<file path="src/mcdrr_pkg.sv">
// ----------------------------------------------------------------------------
// mcdrr_pkg
// Shared types and constants of the multi-channel deficit round-robin core.
// ----------------------------------------------------------------------------
package mcdrr_pkg;

    localparam int NUM_QUEUES   = 16;
    localparam int QUEUE_DEPTH  = 64;
    localparam int DEFICIT_BITS = 24;

    localparam int QW = $clog2(NUM_QUEUES);
    localparam int PW = $clog2(QUEUE_DEPTH);
    localparam int OW = $clog2(QUEUE_DEPTH + 1);
    localparam int AW = QW + PW;

    localparam logic [DEFICIT_BITS-1:0] DEFICIT_MAX = '1;

    localparam logic [1:0] REG_QUANTUM = 2'd0;
    localparam logic [1:0] REG_LIMIT   = 2'd1;
    localparam logic [1:0] REG_TX      = 2'd2;

    typedef enum logic [2:0] {
        ST_IDLE,
        ST_VISIT,
        ST_READ,
        ST_CHECK,
        ST_DONE
    } t_state;

    // controller -> datapath
    typedef struct packed {
        logic load;      // capture command, write arrival
        logic first;     // start a search at last_served + 1
        logic visit;     // credit queue at pointer
        logic check;     // compare deficit with head length, grant if covered
        logic advance;   // step pointer
        logic finish;    // drive result
    } t_ctrl;

    // datapath -> controller
    typedef struct packed {
        logic run_search;  // accepted item needs a search
        logic nonempty;    // queue at pointer holds frames
        logic chan_free;   // its channel is free
        logic covered;     // deficit covers head frame
        logic wrap;        // pointer is at last queue of the pass
        logic eligible;    // pass saw an eligible queue
        logic quantum_nz;
    } t_stat;

endpackage

</file>
<file path="src/mcdrr_ctrl.sv">
// ----------------------------------------------------------------------------
// mcdrr_ctrl
// Sequencer of the grant search: one queue visit per step.
// ----------------------------------------------------------------------------
module mcdrr_ctrl (
    input  logic             i_clk,
    input  logic             i_rst_n,
    input  logic             i_start,
    input  mcdrr_pkg::t_stat i_stat,
    output mcdrr_pkg::t_ctrl o_ctrl,
    output logic             o_busy
);
    import mcdrr_pkg::*;

    t_state r_state, n_state;

    always_ff @(posedge i_clk) begin
        if (!i_rst_n) r_state <= ST_IDLE;
        else          r_state <= n_state;
    end

    always_comb begin
        n_state = r_state;
        case (r_state)
            ST_IDLE:  if (i_start) n_state = ST_VISIT;
            ST_VISIT: begin
                if (!i_stat.run_search) n_state = ST_DONE;
                else                    n_state = ST_READ;
            end
            ST_READ: begin
                if (i_stat.nonempty && i_stat.chan_free) begin
                    n_state = ST_CHECK;
                end else if (i_stat.wrap &&
                             !(i_stat.eligible && i_stat.quantum_nz)) begin
                    n_state = ST_DONE;
                end
            end
            ST_CHECK: begin
                if (i_stat.covered) n_state = ST_DONE;
                else if (i_stat.wrap && !i_stat.quantum_nz) n_state = ST_DONE;
                else n_state = ST_READ;
            end
            ST_DONE:  n_state = ST_IDLE;
            default:  n_state = ST_IDLE;
        endcase
    end

    always_comb begin
        o_ctrl = '0;
        case (r_state)
            ST_IDLE:  o_ctrl.load  = i_start;
            ST_VISIT: o_ctrl.first = i_stat.run_search;
            ST_READ: begin
                o_ctrl.visit   = i_stat.nonempty;
                o_ctrl.advance = !(i_stat.nonempty && i_stat.chan_free);
            end
            ST_CHECK: begin
                o_ctrl.check   = 1'b1;
                o_ctrl.advance = !i_stat.covered;
            end
            ST_DONE:  o_ctrl.finish = 1'b1;
            default:  o_ctrl = '0;
        endcase
    end

    assign o_busy = (r_state != ST_IDLE);

`ifndef SYNTHESIS
    a_one_step: assert property (@(posedge i_clk) disable iff (!i_rst_n)
        $countones({o_ctrl.load, o_ctrl.first, o_ctrl.visit, o_ctrl.check,
                    o_ctrl.finish}) <= 1)
        else $error("controller issued two commands");
    a_done_idle: assert property (@(posedge i_clk) disable iff (!i_rst_n)
        o_ctrl.finish |=> !o_busy)
        else $error("done not followed by idle");
    a_start_busy: assert property (@(posedge i_clk) disable iff (!i_rst_n)
        (i_start && !o_busy) |=> o_busy)
        else $error("start not taken");
`endif

endmodule

</file>
<file path="config.mk">
export PLATFORM = sky130hd
export DESIGN_NAME = mcdrr_ctrl
export DESIGN_NICKNAME = d
export VERILOG_FILES = /design/src/mcdrr_pkg.sv /design/src/mcdrr_ctrl.sv
export SDC_FILE = /design/constraint.sdc
export NUM_CORES = 1
export LEC_CHECK = 0
export BUFFER_PORTS_ARGS = -buffer_cell sky130_fd_sc_hd__buf_4
export CAP_MARGIN = 25
export CORE_AREA = 3 3 40 42
export CTS_CLUSTER_DIAMETER = 200
export DETAILED_ROUTE_END_ITERATION = 7
export DIE_AREA = 0 0 43 45
export SETUP_SLACK_MARGIN = 0.05
export SLEW_MARGIN = 20
export SYNTH_ARGS = -nofsm -noshare
export SYNTH_HDL_FRONTEND = slang
export SYNTH_SLANG_ARGS = --single-unit
</file>
<file path="constraint.sdc">
create_clock -name i_clk -period 1.1 [get_ports i_clk]
set_input_delay 0.22 -clock i_clk [delete_from_list [all_inputs] [get_ports i_clk]]
set_output_delay 0.22 -clock i_clk [all_outputs]
set_load 0.02 [all_outputs]
</file>
Yosys cells after proc, flatten, opt, wreduce, memory -nomap -nowiden
Index checks and enable logic that the tools add are counted.
Storage, ports and cells
  logic and storage cells: 31
  register bits: 3
  input port bits: 10
Cells by class
  equality and inequality tests: 6
  reductions and logical operators: 11
  multiplexer cells: 13
Operators with widths (count)
  $mux 3: 6
  $pmux 3 s4: 1
  $eq 3x2->1 const B: 2
  $mux 1: 5
  $logic_and 1x1->1: 4
  $logic_not 1->1: 4
  $eq 3x1->1 const B: 1
  $eq 3x3->1 const B: 1
  $logic_not 3->1: 1
  $ne 3x3->1 const B: 1
  $reduce_bool 3->1: 1
  $ne 2x2->1 const B: 1
  $pmux 1 s2: 1
  $reduce_and 2->1: 1

Longest topological paths before layout
Gate-level depths: netlist (run 1).
  depth after elaboration: 6
  mapped depth: 5
  depth with buffers taken out: 4

Worst setup path before layout (run 1)
OpenSTA, ideal clock, no wires.
  path kind: register to output
  from: register r_state[1]
  to: output port o_ctrl[5] (netlist name)
  setup slack: -0.327 ns
  cell stages (with the launch flop): 4
  data arrival time: 1.207 ns
  cell sequence: dfxtp_1 -> buf_4 -> or3_1 -> nor2_1
RTL lines
  start: declaration: RTL line mcdrr_ctrl.sv:15  | t_state r_state, n_state;
  start signal: assignment: RTL line mcdrr_ctrl.sv:19  | else r_state <= n_state;
  end: declaration: RTL line mcdrr_ctrl.sv:10  | output mcdrr_pkg::t_ctrl o_ctrl,

==> flow_summary_export.csv, run 1 <==
group,metric,value,unit
cts,root_buffer,"clkbuf_4",
placement,globalplace.congestion,0.712,
grt,grt_pass1_wl,1190,um
sta,period_minus_slack,1.41,ns
floorplanning,rows,13,
yosys,synthMuxAreaShare,0.0396,
sta,slew_headroom,0.640,
power,p_per_area,921,mW/mm^2
yosys,netlist_instances,33,
yosys,synth_edf_count,0,
grt,grt.total_usage,0.0782,
final_layout,antennaDiodeCount,0,
floorplanning,design.die.area,0.00194,mm^2
yosys,synth_top_cell_by_area,"dfxtp_1",
sta,hold_viol_final,0,
cts,htreeDepth,1,
detailed_routing,drtIter0Drc,2,
sta,fin_skew,0.00454,ns
cts,cts.sinks,3,
yosys,synthArstFlopShare,0,
power,p_leak,0.000228,uW
detailed_routing,drc_errors,0,
yosys,ys.warnings.count,0,
worst_setup_path,crit_slowest_cell,"or3_4",
yosys,yosys-top-cells-count,"dfxtp_1 (3), nor3b_1 (3)",
yosys,synth_xor_area_frac,0,
cts,clock_path_buffers,2,
final_layout,final_nets,67,
detailed_routing,vias,315,
floorplanning,initial_core_util,0.197,
detailed_routing,post_drt_wl_per_cell,10.7,um
cts,cts_made_buffers,3,
yosys,synth_cell_types,21,
status,status,"complete, but fails checks",
worst_setup_path,critPathLaunchType,"flop",
sta,period_share,1.28,
placement,io_buffers,16,
yosys,synthSimpleGateAreaFrac,0.436,
placement,hpwl,545,um
run,drv_cap,0,
yosys,synthTopCellsByArea,"dfxtp_1 (24%), nor3b_1 (8.9%), nand3b_1 (5.9%)",
cts,cts_tree,"done",
yosys,syn-cell-area,253,um^2
hold_path,hp-class,"in -> reg",
power,worst_ir_drop_vdd,0.000242,V
worst_setup_path,r2r_cells,4,
grt,grt_max_degree,9,
worst_setup_path,cpPeakStageDelay,0.40,ns
floorplanning,pin_count,17,
cts,clock_latency,0.23,ns
detailed_routing,drtPass1Iterations,2,
final_layout,utilization,0.413,
final_layout,largest_registers,"r_state (3)",
final_layout,regArea,71.3,um^2
yosys,synth_compound_area_frac,0.183,
yosys,syn_avg_cell_area,7.66,um^2
yosys,synth_top_family_by_area,"simple AND/OR/NAND/NOR gates",
sta,finalWorstSetupSlack,-0.312,ns
final_layout,largest_register_ffs,3,
worst_setup_path,critPathBufInv,1,
yosys,synth_top_cell_area_share,0.238,
hold_path,hold-path-cell-count,2,
detailed_routing,ant_nets,0,
worst_setup_path,path_delay_family,"simple AND/OR/NAND/NOR gates",
worst_setup_path,cp.required,0.88,ns
worst_setup_path,path_cells,"or3_4, nor2_4, buf_6",
yosys,synth_seq_area_share,0.238,
final_layout,multiInputGateArea,238,um^2
worst_setup_path,crit_cells,3,
floorplanning,die_y,45,um
sta,max_slew.worst_pin.slew,0.536,ns
cts,clk_pin_slew,0.04,ns
yosys,ys_ff_latch,3,
worst_setup_path,crit_arrival,1.19,ns
sta,setup_violations,9,
sta,rsz0062_at_grt,"yes",
sta,setup-tns-final,-1.95,ns
final_layout,drive_gt1_frac,0.714,
detailed_routing,routed_wl,760,um
floorplanning,dieWidth,43,um
grt,overflow,0,
floorplanning,core_area,0.00128,mm^2
final_layout,n_fill_cell,144,
status,failed_checks,"setup timing",
yosys,synthFlopType,"dfxtp_1",
placement,post_dp_cell_area,419,um^2
final_layout,syn_to_final_growth,110,%
worst_setup_path,worstPathMaxFanout,5,
detailed_routing,routed_via_density,4.44,
sta,fmax,0.708,GHz
grt,antenna_found_initial,0,
grt,grt_pass1_vias,282,
yosys,synth_nets,43,
yosys,synth_adder_area_share,0,
sta,finalMaxSlewViolations,0,
final_layout,finalInstanceArea,531,um^2
worst_setup_path,critical_path.endpoint_type,"output pin",
final_layout,regMostFlops,"r_state",
worst_setup_path,criticalPathCategory,"reg -> out",
## routing by layer
layer | routed length [um] | vias to the layer above | track usage
met5 | 0 | - | 0
met4 | 0 | 0 | 0.0361
met2 | 336 | 14 | 0.114
met3 | 55 | 0 | 0.00398
li1 | - | 165 | -
met1 | 368 | 136 | 0.118
## kinds of logic after synthesis
group | count (synthesis)
AO/OA/AOI/OAI | 7
buffers and inverters | 4
flip-flops | 3
multiplexers | 1
AND/OR/NAND/NOR | 18
## layout make-up
| type | instances | share of cell area |
|---|---|---|
| tap | 15 | 0.0354 |
| clock buffer | 4 | 0.0495 |
| timing repair buffer | 21 | 0.318 |
| multi-input combinational | 26 | 0.448 |
| inverter | 2 | 0.0142 |
| sequential | 3 | 0.134 |
## placed cells by master (no fill, tap or decap), drive strengths merged
cell type	n
a21boi	1
a21oi	1
a31oi	1
and2	2
and3	1
buf	21
clkbuf	4
dfxtp	3
inv	2
mux2i	1
nand2	2
nand3b	2
nor2	2
nor2b	2
nor3	1
nor3b	3
o21ai	2
o311ai	1
o31a	1
or3	2
or3b	1
## power breakdown
part           leakage, uW  switching, uW  internal (uW)
Sequential       0.0000267           14.2            113
Clock            0.0000150           57.5            136
Combinational     0.000186           73.5           94.0
## timing repair
action / in CTS / in global routing
hold endpoints to repair: 0 / 0
pin swaps: 0 / 1
setup endpoints to repair: 9 / 9
setup buffers: 2 / 0
resized for setup: 6 / 13
hold buffers: 0 / 0
## per-stage QoR
stage          instances  worst slack [ns]  power, uW  hold slack [ns]
4_1_cts               71            -0.315        472            0.215
5_1_grt               71            -0.350        522            0.225
6_report              71            -0.312        488            0.219
2_1_floorplan         33            -0.100        208            0.340
3_5_place_dp          65            -0.134        266            0.455
3_3_place_gp          65           -0.0927        265            0.453
## path summary, 6_finish.rpt
check / start / end / slack, ns
worst max-delay path: r_state[0] / o_ctrl[5] / -0.31
worst min register to register: r_state[0] / r_state[0] / 0.58
worst max register to register: r_state[0] / r_state[2] / -0.26
worst min-delay path: i_rst_n / r_state[1] / 0.22
No activity file was read; power rests on OpenSTA's default activity.
==> run 2: changes to the inputs <==
Settings changed: BUFFER_PORTS_ARGS -buffer_cell sky130_fd_sc_hd__buf_4 to -buffer_cell sky130_fd_sc_hd__buf_2.
==> flow_summary_export.csv, run 2 (synthesis results as in run 1) <==
group,metric,value,unit
status,status,"complete, but fails checks",
status,failed_checks,"setup timing",
power,pwr-share-clk,0.405,
cts,clock_latency,0.23,ns
detailed_routing,ant_nets,0,
cts,cts_tree,"done",
final_layout,drive_gt1_frac,0.655,
cts,cts_made_buffers,3,
sta,finalWorstSetupSlack,-0.318,ns
cts,clock_path_buffers,2,
cts,cts.sinks,3,
detailed_routing,drc_errors,0,
sta,fmax,0.705,GHz
placement,hpwl,561,um
sta,rsz0062_at_grt,"yes",
power,worst_ir_drop_vdd,0.000313,V
final_layout,largest_register_ffs,3,
floorplanning,pin_count,17,
worst_setup_path,criticalPathCategory,"reg -> out",
sta,finalMaxSlewViolations,0,
power,p_leak,0.000230,uW
sta,max_slew.worst_pin.slew,0.421,ns
worst_setup_path,worstPathMaxFanout,6,
sta,slew_headroom,0.716,
power,p_seq_frac,0.265,
run,drv_cap,0,
cts,clk_pin_slew,0.03,ns
power,p_comb_frac,0.330,
worst_setup_path,critPathLaunchType,"flop",
grt,antenna_found_initial,0,
cts,ctsHoldBuffers,0,
detailed_routing,routed_via_density,4.55,
grt,use_met2,0.117,
grt,grt.total_usage,0.0874,
grt,grt_use_met3,0.0159,
power,p_int,339,uW
final_layout,layout_common_cells,"buf_2 (10), buf_4 (7), buf_6 (6)",
final_layout,antennaDiodeCount,0,
detailed_routing,drtIter0Drc,11,
final_layout,syn_to_final_growth,98.0,%
floorplanning,core_area,0.00128,mm^2
cts,htreeDepth,1,
sta,setup-tns-final,-2.24,ns
floorplanning,rows,13,
sta,period_share,1.29,
hold_path,hp-class,"in -> reg",
placement,globalplace.congestion,0.689,
worst_setup_path,critical_path.endpoint_type,"output pin",
placement,pre_cts_ws,-0.141,ns
final_layout,final_common_cell,"buf_2",
sta,setup_violations,9,
grt,overflow,0,
detailed_routing,post_drt_wl_per_cell,10.9,um
sta,whs,0.227,ns
sta,hold_viol_final,0,
final_layout,largest_registers,"r_state (3)",
grt,grtUsageMet1,0.106,
cts,root_buffer,"clkbuf_4",
detailed_routing,drtPass1Iterations,4,
final_layout,final-instance-count-excl-fill,73,
power,p_per_area,962,mW/mm^2
power,swShare,0.295,
grt,grt_pass1_wl,1190,um
worst_setup_path,cp.required,0.88,ns
detailed_routing,vias,332,
floorplanning,dieWidth,43,um
grt,grt_busiest_layer,"met2",
sta,period_minus_slack,1.42,ns
grt,grt_pass1_vias,307,
detailed_routing,routed_wl,795,um
placement,io_buffers,16,
floorplanning,design.die.area,0.00194,mm^2
sta,fin_skew,0.00207,ns
placement,place_inst,66,
final_layout,n_fill_cell,133,
worst_setup_path,crit_arrival,1.20,ns
grt,grt_max_degree,9,
final_layout,regMostFlops,"r_state",
power,p_sw,142,uW
final_layout,final_nets,69,
floorplanning,die_y,45,um
final_layout,utilization,0.389,
floorplanning,initial_core_util,0.197,
==> run 2: cell count changes in the layout (fill, tap and decap cells not counted), sizes merged <==
cell and change:
buf +2
==> run 2: repair_timing <==
| item | in CTS | in global routing |
|---|---|---|
| pin swaps | 4 | 1 |
| resized for setup | 15 | 5 |
| setup buffers | 2 | 1 |
| setup endpoints to repair | 9 | 10 |
==> run 2: final cells by class <==
type	count	area [um^2]	area share
Clock buffer	4	26.3	0.0525
Inverter	2	7.51	0.0150
Multi-Input combinational cell	26	211	0.423
Sequential cell	3	66.3	0.132
Tap cell	15	18.8	0.0375
Timing Repair Buffer	23	170	0.340
==> run 2: worst max-delay path, cell delays in order (launching register included) <==
cell and delay, ns:
dfxtp_4 0.35, or3_4 0.41, nor2_4 0.09, buf_6 0.11
==> run 2: per-stage QoR <==
step                      total power, uW  area (um^2)
final                                 481          500
after global routing                  512          500
after CTS                             474          474
after detailed placement              250          387
after global placement                249          387
after floorplan                       208          280
==> run 2: power by group through the flow <==
stage                     Sequential [uW]  Clock [uW]  Combinational [uW]
after floorplan                       121           0                87.1
after global placement                128           0                 121
after detailed placement              128           0                 121
after CTS                             127         204                 142
after global routing                  129         214                 170
final                                 127         195                 159
==> run 2: path summary, 6_finish.rpt <==
check | cells past startpoint | slack [ns] | endpoint | start
min | 2 | 0.23 | r_state[1] | i_rst_n
max reg2reg | 4 | -0.25 | r_state[2] | r_state[2]
max | 3 | -0.32 | o_ctrl[5] | r_state[1]
min reg2reg | 1 | 0.52 | r_state[0] | r_state[0]
==> run 2: per-layer routing <==
metal	vias up	part of all wire
met1	143	0.42
met4	0	0.011
li1	168	-
met5	-	0
met3	2	0.084
met2	19	0.49
